**config.mk**
```make
export PLATFORM = sky130hd
export DESIGN_NAME = kmst_ram
export DESIGN_NICKNAME = d
export VERILOG_FILES = /design/src/hw/rtl/kmst_ram.sv
export SDC_FILE = /design/constraint.sdc
export NUM_CORES = 1
export LEC_CHECK = 0
export BUFFER_PORTS_ARGS = -buffer_cell sky130_fd_sc_hd__buf_2
export CAP_MARGIN = 20
export CORE_AREA = 2 2 96 98
export DETAILED_ROUTE_END_ITERATION = 6
export DIE_AREA = 0 0 98 100
export GPL_TIMING_DRIVEN = 0
export PLACE_DENSITY = 0.85
export RECOVER_POWER = 25
export SLEW_MARGIN = 20
export SYNTH_ARGS = -nofsm -noshare
export SYNTH_HDL_FRONTEND = slang
export SYNTH_SLANG_ARGS = --single-unit
```
**constraint.sdc**
```tcl
create_clock -name clk -period 1.9 [get_ports clk]
set_clock_uncertainty 0.05 [all_clocks]
set_input_delay 0.19 -clock clk [delete_from_list [all_inputs] [get_ports clk]]
set_output_delay 0.19 -clock clk [all_outputs]
set_load 0.02 [all_outputs]
```
**src/hw/rtl/kmst_ram.sv**
```systemverilog
`timescale 1ns / 1ps
module kmst_ram #(
  parameter int WIDTH = 8,
  parameter int DEPTH = 16,
  parameter int AW    = (DEPTH > 1) ? $clog2(DEPTH) : 1
) (
  input  logic             clk,
  input  logic             we,
  input  logic [AW-1:0]    waddr,
  input  logic [WIDTH-1:0] wdata,
  input  logic [AW-1:0]    raddr,
  output logic [WIDTH-1:0] rdata
);

  logic [WIDTH-1:0] mem [DEPTH];

  // one write port, registered read port
  always_ff @(posedge clk) begin
    if (we) begin
      mem[waddr] <= wdata;
    end
    rdata <= mem[raddr];
  end

endmodule

```
==> results of run 1 <==
## registers in the layout (all words and copies together), names as in the netlist
name   count
mem      128
rdata      8
## kinds of logic after synthesis
group / after synthesis / synth area share (%)
AO/OA/AOI/OAI: 16 / 2.33
flip-flops: 136 / 77.8
buffers and inverters: 10 / 1.68
multiplexers: 32 / 15.0
AND/OR/NAND/NOR: 35 / 3.18
## critical path: stages (launching register included)
cell	delay, ns
edfxtp_1	0.37
mux4_2	0.49
a22oi_1	0.40
nand2_1	0.11
## where the power goes
part / total, mW / internal (mW) / leakage [nW] / switching (mW)
Sequential: 3.37 / 3.36 / 1.22 / 0.0159
Clock: 2.91 / 1.79 / 0.256 / 1.12
Combinational: 0.339 / 0.133 / 0.510 / 0.206
Total: 6.62 / 5.28 / 1.99 / 1.34
## cells in the final DEF (no fill, tap or decap)
cell type,n
edfxtp_1,128
buf_6,3
buf_4,1
nand2_1,9
bufinv_16,1
clkinv_2,3
clkinv_1,1
nor3_2,4
and2b_1,1
clkbuf_16,16
mux4_2,18
nand3_1,1
nand2b_1,2
a22oi_1,16
nand3b_1,2
clkbuf_1,13
clkbuf_8,3
nor2b_1,1
dfxtp_1,8
mux4_1,14
or3b_2,1
clkdlybuf4s25_2,3
dlygate4sd3_1,1
and2_1,1
nor2_1,13
buf_2,22
## layout make-up
cell class	instances	area, µm²
tap	111	139
timing repair buffer	25	124
buffer	10	86.3
clock buffer	27	472
multi-input combinational	83	1080
clock inverter	5	48.8
sequential	136	4000
fill	555	2940
## layer usage
| metal | GRT usage [%] | wire [µm] | vias up |
|---|---|---|---|
| li1 | - | - | 1063 |
| met1 | 30.0 | 3990 | 1253 |
| met2 | 31.8 | 4800 | 135 |
| met3 | 6.69 | 756 | 8 |
| met4 | 8.65 | 175 | 0 |
| met5 | 0 | 0 | - |
## per-stage QoR
stage,total power [mW],instance area [µm²]
2_1_floorplan,3.63,5150
3_3_place_gp,3.75,5410
3_5_place_dp,3.77,5430
4_1_cts,6.63,5960
5_1_grt,6.79,5950
6_report,6.62,5950
## worst max path at each step
| stage | slack [ns] | to | cells after the start | startpoint |
|---|---|---|---|---|
| after global routing | 0.36 | rdata[7]$_DFF_P_ | 3 | mem[0][7]$_DFFE_PP_ |
| after detailed placement | -0.01 | mem[3][1]$_DFFE_PP_ | 3 | waddr[2] |
| after global placement | -0.36 | mem[0][1]$_DFFE_PP_ | 3 | waddr[2] |
| final | 0.35 | rdata[7]$_DFF_P_ | 3 | mem[3][7]$_DFFE_PP_ |
| after CTS | 0.35 | rdata[7]$_DFF_P_ | 3 | mem[3][7]$_DFFE_PP_ |
| after floorplan | 0.17 | mem[0][0]$_DFFE_PP_ | 2 | waddr[2] |
==> flow_summary_export.csv, run 1 <==
group,metric,value,unit
status,outcome,"complete, no violations",
clock_tree,cts_sinks,136,
worst_setup_path,worstSetupPathType,"flop to flop",
power_and_ir_drop,power_density,1110,nW/µm²
worst_setup_path,worstSetupEndpointType,"flop",
drt,first_pass_iters,5,
drt,viasPerCell,6.19,
worst_setup_path,ff2ff_path_depth,3,
clock_tree,cts_tree,"done",
logic_synthesis,ys_seq_elements,136,
drt,drt-total-wl,9720,µm
global_routing,grt_max_degree,17,
sta,relSlewSlack,47.1,%
clock_tree,root_buffer,"clkbuf_8",
worst_setup_path,reg2reg_slack,0.35,ns
place,dp_slack,-0.0103,ns
sta,worstMarginPinSlew,0.791,ns
place,port_buffers,24,
min_path,hp-class,"primary input to flop",
logic_synthesis,ys_async_sr_fraction,0,%
floorplanning,initial_core_util,57.9,%
sta,report.final.slew_viol_count,0,
drt,initialDrtViolationCount,293,
logic_synthesis,synth_top_cell_by_area,"edfxtp_1",
worst_setup_path,required,2.24,ns
clock_tree,clkTransAtPathRegs,0.06,ns
flow_run,drv_cap,0,
clock_tree,hold_buffers,1,
drt,wire_per_inst,24.5,µm
place,dp_hpwl,6000,µm
layout,final_cells,397,
sta,rsz0062_at_grt,"no",
floorplanning,die_area,9800,µm²
global_routing,grt_pass1_vias,2420,
power_and_ir_drop,leakage,1.99,nW
sta,finalSetupTns,0,ns
clock_tree,cts_setup_buffers,0,
worst_setup_path,r2r_start,"mem[3][7]$_DFFE_PP_",
logic_synthesis,synth-edff-count,128,
power_and_ir_drop,ir_drop,0.750,mV
drt,vias,2459,
logic_synthesis,netlist_instances,229,
layout,num_antenna_cells,0,
min_path,whs_endpoint,"mem[3][1]$_DFFE_PP_",
min_path,worstHoldStart,"wdata[1]",
logic_synthesis,synthesis.area,5150,µm²
logic_synthesis,synth_ff_type,"edfxtp_1",
logic_synthesis,ys_top_cells_by_area,"edfxtp_1 75%, mux4_2 7.9%, mux4_1 7.1%, dfxtp_1 3.1%, a22oi_1 2.3%",
sta,hold_viol_final,0,
logic_synthesis,synth_common_cells,"128 x edfxtp_1, 18 x mux4_2, 16 x a22oi_1, 14 x mux4_1, 13 x nor2_1",
floorplanning,num_rows,35,
drt,drtAntennaViolNets,0,
global_routing,grt-ovfl-total,0,
clock_tree,cts_inserted_buffers,17,
sta,min_period_over_period,81.6,%
sta,worst_slack,0.350,ns
worst_setup_path,startpoint_type,"flop",
logic_synthesis,synth_cell_types,19,
clock_tree,htree_num_levels,4,
floorplanning,die_h,100,µm
clock_tree,post_cts_resized,0,
place,dp.cells,364,
layout,final_core_util,66.9,%
floorplanning,die_x,98,µm
worst_setup_path,rr_endpoint,"rdata[7]$_DFF_P_",
sta,layout_min_cycle_time,1.55,ns
clock_tree,clk_path_buf_depth,2,
place,place_congestion,0.751,
global_routing,grt_pass1_wl,14400,µm
logic_synthesis,yosysSeqAreaShare,77.8,%
clock_tree,clk_latency,0.52,ns
logic_synthesis,ys_warn_count,0,
layout,final_nets,291,
global_routing,antenna_found_initial,0,
floorplanning,io_pins,26,
logic_synthesis,yosysMostFrequentCell,"edfxtp_1",
sta,max_freq,0.645,GHz
floorplanning,core-area,8890,µm²
worst_setup_path,cp.arrival,1.89,ns
logic_synthesis,yosysTopAreaCellShare,74.7,%
logic_synthesis,syn_nets,247,
drt,drc,0,
sta,setup_viol,0,
min_path,hold_path_depth,1,
logic_synthesis,avgSynthCellArea,22.5,µm²
layout,final_layout_size_suffix_gt1_share,26.2,%
worst_setup_path,crit_fanout,1,
sta,hold_ws,0.0362,ns
global_routing,grt_usage,21.3,%
layout,syn2layout_area_growth,15.6,%
Power figures use the tool's default switching activity.
==> run 2, diff against run 1 <==
--- a/config.mk
+++ b/config.mk
@@ -5,13 +5,14 @@
 export SDC_FILE = /design/constraint.sdc
 export NUM_CORES = 1
 export LEC_CHECK = 0
+export ABC_AREA = 1
 export BUFFER_PORTS_ARGS = -buffer_cell sky130_fd_sc_hd__buf_2
 export CAP_MARGIN = 20
-export CORE_AREA = 2 2 96 98
+export CORE_AREA = 2 2 106 108
 export DETAILED_ROUTE_END_ITERATION = 6
-export DIE_AREA = 0 0 98 100
+export DIE_AREA = 0 0 108 110
 export GPL_TIMING_DRIVEN = 0
-export PLACE_DENSITY = 0.85
+export PLACE_DENSITY = 0.82
 export RECOVER_POWER = 25
 export SLEW_MARGIN = 20
 export SYNTH_ARGS = -nofsm -noshare
==> constraint.sdc (replaced) <==
create_clock -name clk -period 1.3 [get_ports clk]
set_clock_uncertainty 0.05 [all_clocks]
set_input_delay 0.13 -clock clk [delete_from_list [all_inputs] [get_ports clk]]
set_output_delay 0.13 -clock clk [all_outputs]
set_load 0.02 [all_outputs]
==> run 2 against run 1 <==
Against the previous run: die area increased by 21%; area after synthesis increased by 12%; wire length grew 45%; hold slack better by 0.045 ns; sequential power increased by 46%; via count grew 66%; synthesized cell count grew 140%; cell count up 91%; critical path depth grew 4.
==> flow_summary_export.csv, run 2 <==
group,metric,value,unit
drt,drtAntennaViolNets,0,
sta,hold_ws,0.0816,ns
sta,report.final.slew_viol_count,0,
logic_synthesis,avgSynthCellArea,10.5,µm²
drt,first_pass_iters,5,
floorplanning,core-area,10700,µm²
clock_tree,cts_tree,"done",
layout,final_core_util,63.4,%
clock_tree,htree_num_levels,4,
layout,layout.cells.most_common,"nand2_1",
logic_synthesis,ys_top_cells_by_area,"edfxtp_1 67%, nand2_1 11%, nand3_1 8.4%, inv_1 6.5%, dfxtp_1 2.8%",
logic_synthesis,ys_seq_elements,136,
logic_synthesis,synth-edff-count,128,
logic_synthesis,ys_async_sr_fraction,0,%
place,placed_cell_area,6050,µm²
min_path,hold_path_depth,5,
worst_setup_path,path_depth,7,
layout,fillers,808,
floorplanning,die_h,110,µm
layout,register_area,4000,µm²
place,place_congestion,0.886,
logic_synthesis,syn_nets,569,
place,dp_hpwl,8940,µm
power_and_ir_drop,total_power,10.7,mW
layout,multi_input_area,1210,µm²
global_routing,use_met1,32.4,%
clock_tree,cts_sinks,136,
floorplanning,die_area,11900,µm²
clock_tree,clk_latency,0.54,ns
floorplanning,initial_core_util,53.9,%
place,port_buffers,22,
global_routing,grt_max_degree,17,
global_routing,met2_usage,39.7,%
sta,rsz0062_at_grt,"no",
sta,min_period_over_period,96.2,%
sta,hold_viol_final,0,
logic_synthesis,yosysMostFrequentCell,"nand2_1",
logic_synthesis,ys_warn_count,0,
global_routing,grt_pass1_wl,21200,µm
logic_synthesis,synthesis.area,5770,µm²
flow_run,drv_cap,0,
place,dp_slack,-0.402,ns
clock_tree,clk_path_buf_depth,2,
sta,worst_slack,0.0491,ns
power_and_ir_drop,ir_drop,0.939,mV
global_routing,grt-ovfl-total,0,
sta,setup_viol,0,
layout,num_antenna_cells,0,
logic_synthesis,netlist_instances,551,
status,outcome,"complete, no violations",
floorplanning,num_rows,38,
worst_setup_path,cp_cell_sequence,"dlygate4sd3_1 > buf_2 > clkinvlp_4 > buf_4 > nand3_1 > nand3_1 > nand2_1",
drt,wire_per_inst,18.6,µm
power_and_ir_drop,power_density,1570,nW/µm²
sta,max_freq,0.799,GHz
layout,fin_area,6790,µm²
layout,top_register,"mem",
clock_tree,clkTransAtPathRegs,0.06,ns
layout,syn2layout_area_growth,17.7,%
min_path,hp-class,"primary input to flop",
power_and_ir_drop,leakage,2.95,nW
worst_setup_path,ff2ff_path_depth,6,
global_routing,grt_pass1_vias,3870,
floorplanning,die_x,108,µm
layout,final_nets,622,
clock_tree,cts_inserted_buffers,17,
sta,relSlewSlack,31.0,%
layout,largest_reg_flops,128,
drt,viasPerCell,5.41,
worst_setup_path,path_buf_inv,4,
worst_setup_path,worstSetupPathType,"primary input to flop",
logic_synthesis,synth_top_cell_by_area,"edfxtp_1",
layout,layout_common_cells,"173 x nand2_1, 128 x edfxtp_1, 99 x inv_1",
sta,layout_min_cycle_time,1.25,ns
worst_setup_path,worstSetupEndpointType,"flop",
logic_synthesis,yosysTopAreaCellShare,66.7,%
floorplanning,io_pins,26,
global_routing,use_met3,7.05,%
drt,initialDrtViolationCount,584,
logic_synthesis,yosysSeqAreaShare,69.4,%
worst_setup_path,slowest_delay,0.53,ns
logic_synthesis,synth_common_cells,"173 x nand2_1, 128 x edfxtp_1, 100 x inv_1, 97 x nand3_1, 17 x nor2_1",
worst_setup_path,crit_fanout,10,
worst_setup_path,startpoint_type,"primary input",
worst_setup_path,critical-path-slowest-cell,"dlygate4sd3_1",
worst_setup_path,required,1.73,ns
worst_setup_path,path_delay_family,"buffers and inverters",
drt,drt-total-wl,14100,µm
logic_synthesis,synth_ff_type,"edfxtp_1",
drt,vias,4093,
logic_synthesis,synth_cell_types,12,
layout,final_layout_size_suffix_gt1_share,12.0,%
drt,drc,0,
global_routing,busiest_layer,"met2",
global_routing,grt_usage,25.0,%
sta,worstMarginPinSlew,1.03,ns
worst_setup_path,crit_top_cell,"nand3_1",
worst_setup_path,cp.arrival,1.68,ns
layout,top_regs,"mem (128), rdata (8)",
clock_tree,root_buffer,"clkbuf_8",
global_routing,antenna_found_initial,0,
-- run 2: changes by cell type in the layout (fill, tap and decap cells not counted), moves of 7 or more --
cell and change:
buf_2 +7, dlygate4sd3_1 +9, nand3_1 +96, nand2_1 +164, clkbuf_1 -7, inv_1 +99, mux4_2 -18, a22oi_1 -16
mux4_1 -14
-- run 2: cells by family (layout without fill, tap and decap cells) --
| group | after synthesis | count (layout) | share of synthesized area, % |
|---|---|---|---|
| simple gates | 289 | 289 | 21.0 |
| flops | 136 | 136 | 69.4 |
| buf+inv | 126 | 192 | 9.52 |
-- run 2: report_power, final --
group | internal [mW] | leakage, nW | switching [mW]
sequential | 4.91 | 1.22 | 0.0270
clock | 3.28 | 0.306 | 1.76
combinational | 0.210 | 1.42 | 0.489
-- run 2: final timing paths --
| check | startpoint | end | slack, ns |
|---|---|---|---|
| setup reg to reg | mem[0][0]$_DFFE_PP_ | rdata[0]$_DFF_P_ | 0.18 |
| setup / recovery | raddr[2] | rdata[0]$_DFF_P_ | 0.05 |
| hold reg to reg | mem[14][2]$_DFFE_PP_ | rdata[2]$_DFF_P_ | 0.63 |
| hold / removal | raddr[1] | rdata[1]$_DFF_P_ | 0.08 |
-- run 2: through the flow --
step	setup TNS (ns)	cells
2_1_floorplan	0	551
3_3_place_gp	-26.03	713
3_5_place_dp	-33.01	713
4_1_cts	0	755
5_1_grt	0	757
6_report	0	757
-- run 2: tightest hold or removal path, stage by stage --
cell and delay [ns]:
buf_2 0.15, nand3_1 0.09, nand3_1 0.12, nand3_1 0.08
nand2_1 0.07
-- run 2: area by class of cell --
type | count | area share [%]
buffer | 24 | 2.45
clock buffer | 17 | 6.10
clock inverter | 15 | 3.06
inverter | 102 | 5.70
multi-input combinational | 289 | 17.9
sequential | 136 | 59.0
tap | 140 | 2.58
timing repair buffer | 34 | 3.21
-- run 2: what timing repair did --
action | in CTS | in global routing
gates resized for setup | 0 | 1
setup endpoints to repair | 0 | 4
hold buffers | 10 | 0
hold endpoints to repair | 134 | 0
setup buffers | 0 | 2
-- run 2: layer usage --
layer  vias up  wire length [µm]
li1       1882                 -
met1      1941              5530
met2       239              6720
met3        31              1460
met4         0               396
met5         -                 0
==> run 3, diff against run 2 <==
--- a/config.mk
+++ b/config.mk
@@ -8,11 +8,13 @@
 export ABC_AREA = 1
 export BUFFER_PORTS_ARGS = -buffer_cell sky130_fd_sc_hd__buf_2
 export CAP_MARGIN = 20
-export CORE_AREA = 2 2 106 108
+export CELL_PAD_IN_SITES_DETAIL_PLACEMENT = 2
+export CELL_PAD_IN_SITES_GLOBAL_PLACEMENT = 2
+export CORE_AREA = 2 2 130 132
 export DETAILED_ROUTE_END_ITERATION = 6
-export DIE_AREA = 0 0 108 110
+export DIE_AREA = 0 0 132 134
 export GPL_TIMING_DRIVEN = 0
-export PLACE_DENSITY = 0.82
+export PLACE_DENSITY = 0.81
 export RECOVER_POWER = 25
 export SLEW_MARGIN = 20
 export SYNTH_ARGS = -nofsm -noshare
==> constraint.sdc (replaced) <==
create_clock -name clk -period 1.3 [get_ports clk]
set_clock_uncertainty 0.05 [all_clocks]
set_input_delay 0.13 -clock clk [delete_from_list [all_inputs] [get_ports clk]]
set_output_delay 0.13 -clock clk [all_outputs]
set_load 0.1 [all_outputs]
==> run 3 against run 2 <==
Against the previous run: the flow now finishes with violations (setup timing); cell count grew 9.0%; register-to-register slack lost 0.09 ns; maximum frequency shrank 5.6%; sequential cell count is the same; setup slack lost 0.074 ns; core utilization shrank 22 points; non-clock buffer count shrank 12; critical path depth shrank 4; critical endpoint is now mem[8][5]$_DFFE_PP_.
==> flow_summary_export.csv, run 3 (synthesis gave the netlist of run 2 again) <==
group,metric,value,unit
floorplanning,num_rows,47,
clock_tree,hold_buffers,0,
drt,vias,4157,
sta,setup_viol,8,
drt,first_pass_iters,4,
layout,layout_common_cells,"173 x nand2_1, 128 x edfxtp_1, 100 x inv_1",
floorplanning,die_area,17700,µm²
global_routing,grt_pass1_vias,4742,
floorplanning,die_x,132,µm
sta,max_freq,0.754,GHz
place,place_congestion,0.840,
drt,drc,0,
global_routing,grt_pass1_wl,28900,µm
floorplanning,core-area,16300,µm²
global_routing,grt-ovfl-total,0,
clock_tree,root_buffer,"clkbuf_16",
layout,fin_area,6770,µm²
layout,fillers,1737,
sta,hold_viol_final,0,
place,placed_cell_area,6150,µm²
flow_run,drv_cap,0,
drt,drtAntennaViolNets,0,
layout,multi_input_area,1230,µm²
clock_tree,cts_tree,"done",
place,dp.cells,793,
worst_setup_path,startpoint_type,"primary input",
sta,worst_slack,-0.0254,ns
status,violations,"setup timing",
sta,min_period_over_period,102,%
min_path,hp-class,"primary input to flop",
layout,layout.cells.most_common,"nand2_1",
clock_tree,htree_num_levels,4,
clock_tree,clk_latency,0.43,ns
layout,largest_reg_flops,128,
sta,report.final.slew_viol_count,0,
layout,top_regs,"mem (128), rdata (8)",
power_and_ir_drop,power_density,1590,nW/µm²
place,port_buffers,22,
clock_tree,clkTransAtPathRegs,0.06,ns
sta,relSlewSlack,30.0,%
status,outcome,"complete, but fails checks",
floorplanning,initial_core_util,35.4,%
layout,top_register,"mem",
drt,wire_per_inst,23.1,µm
floorplanning,die_h,134,µm
sta,rsz0062_at_grt,"yes",
worst_setup_path,cp.arrival,1.33,ns
drt,initialDrtViolationCount,315,
floorplanning,io_pins,26,
layout,num_antenna_cells,0,
global_routing,grt_usage,22.9,%
clock_tree,clk_path_buf_depth,2,
drt,drt-total-wl,19100,µm
power_and_ir_drop,ir_drop,0.861,mV
drt,viasPerCell,5.04,
sta,layout_min_cycle_time,1.33,ns
place,dp_hpwl,12000,µm
layout,register_area,4000,µm²
layout,final_nets,610,
clock_tree,cts_inserted_buffers,17,
global_routing,grt_max_degree,17,
global_routing,antenna_found_initial,0,
layout,final_cells,825,
worst_setup_path,worstSetupPathType,"primary input to flop",
worst_setup_path,worstSetupEndpointType,"flop",
worst_setup_path,crit_fanout,8,
layout,final_layout_size_suffix_gt1_share,12.9,%
power_and_ir_drop,leakage,2.89,nW
clock_tree,cts_sinks,136,
worst_setup_path,required,1.30,ns
sta,worstMarginPinSlew,1.05,ns
layout,syn2layout_area_growth,17.4,%
==> run 3: changes by cell type in the layout (fill, tap and decap cells not counted), moves of 5 or more <==
| cell | change |
|---|---|
| buf_2 | -6 |
| buf_4 | +6 |
| dlygate4sd3_1 | -10 |
| nor2_1 | -5 |
| nor2_2 | +5 |
==> run 3: final timing paths <==
check | startpoint | to | slack [ns] | cells after the start
max | waddr[2] | mem[8][5]$_DFFE_PP_ | -0.03 | 3
min | raddr[2] | rdata[1]$_DFF_P_ | 0.09 | 4
max reg2reg | mem[0][6]$_DFFE_PP_ | rdata[6]$_DFF_P_ | 0.09 | 6
min reg2reg | mem[7][2]$_DFFE_PP_ | rdata[2]$_DFF_P_ | 0.68 | 6
==> run 3: layout make-up <==
type,instances,area share (%)
Multi-Input combinational cell,289,18.1
Clock buffer,21,6.95
Buffer,24,2.46
Tap cell,220,4.06
Clock inverter,11,1.81
Timing Repair Buffer,22,1.85
Sequential cell,136,59.1
Inverter,102,5.65
==> run 3: power breakdown <==
| part | internal, mW | switching [mW] |
|---|---|---|
| Combinational | 0.204 | 0.724 |
| Clock | 2.97 | 1.92 |
| Sequential | 4.90 | 0.0314 |
| Total | 8.07 | 2.67 |
==> run 3: repair_timing <==
| action | CTS | global route |
|---|---|---|
| setup endpoints to repair | 16 | 40 |
| hold endpoints to repair | 0 | 0 |
| pin swaps | 0 | 0 |
| buffers inserted | 0 | 0 |
| gates resized for setup | 10 | 3 |
==> run 3: layer usage <==
layer | GRT usage, % | vias to the layer above | share of wire (%)
met1 | 28.5 | 2133 | 42
met5 | 0 | - | 0
met3 | 4.27 | 35 | 4.4
met2 | 38.6 | 133 | 50
met4 | 10.9 | 0 | 3.0
li1 | - | 1856 | -
==> run 3: worst max-delay path, cell delays in order <==
cell,delay [ns]
buf_2,0.12
nand3b_1,0.24
nor2_1,0.83
==> run 3: through the flow <==
stage	setup WS [ns]	hold WS (ns)	utilization, %	TNS (ns)	power (mW)
final	-0.0254	0.0852	41.6	-0.185	10.7
after global routing	-0.0768	0.106	41.6	-1.06	11.0
after CTS	0.00554	0.0840	41.6	0	10.8
after detailed placement	-0.525	0.535	37.8	-41.42	5.91
after global placement	-0.422	0.521	37.8	-34.80	5.86
after floorplan	0.169	0.179	-	0	5.57
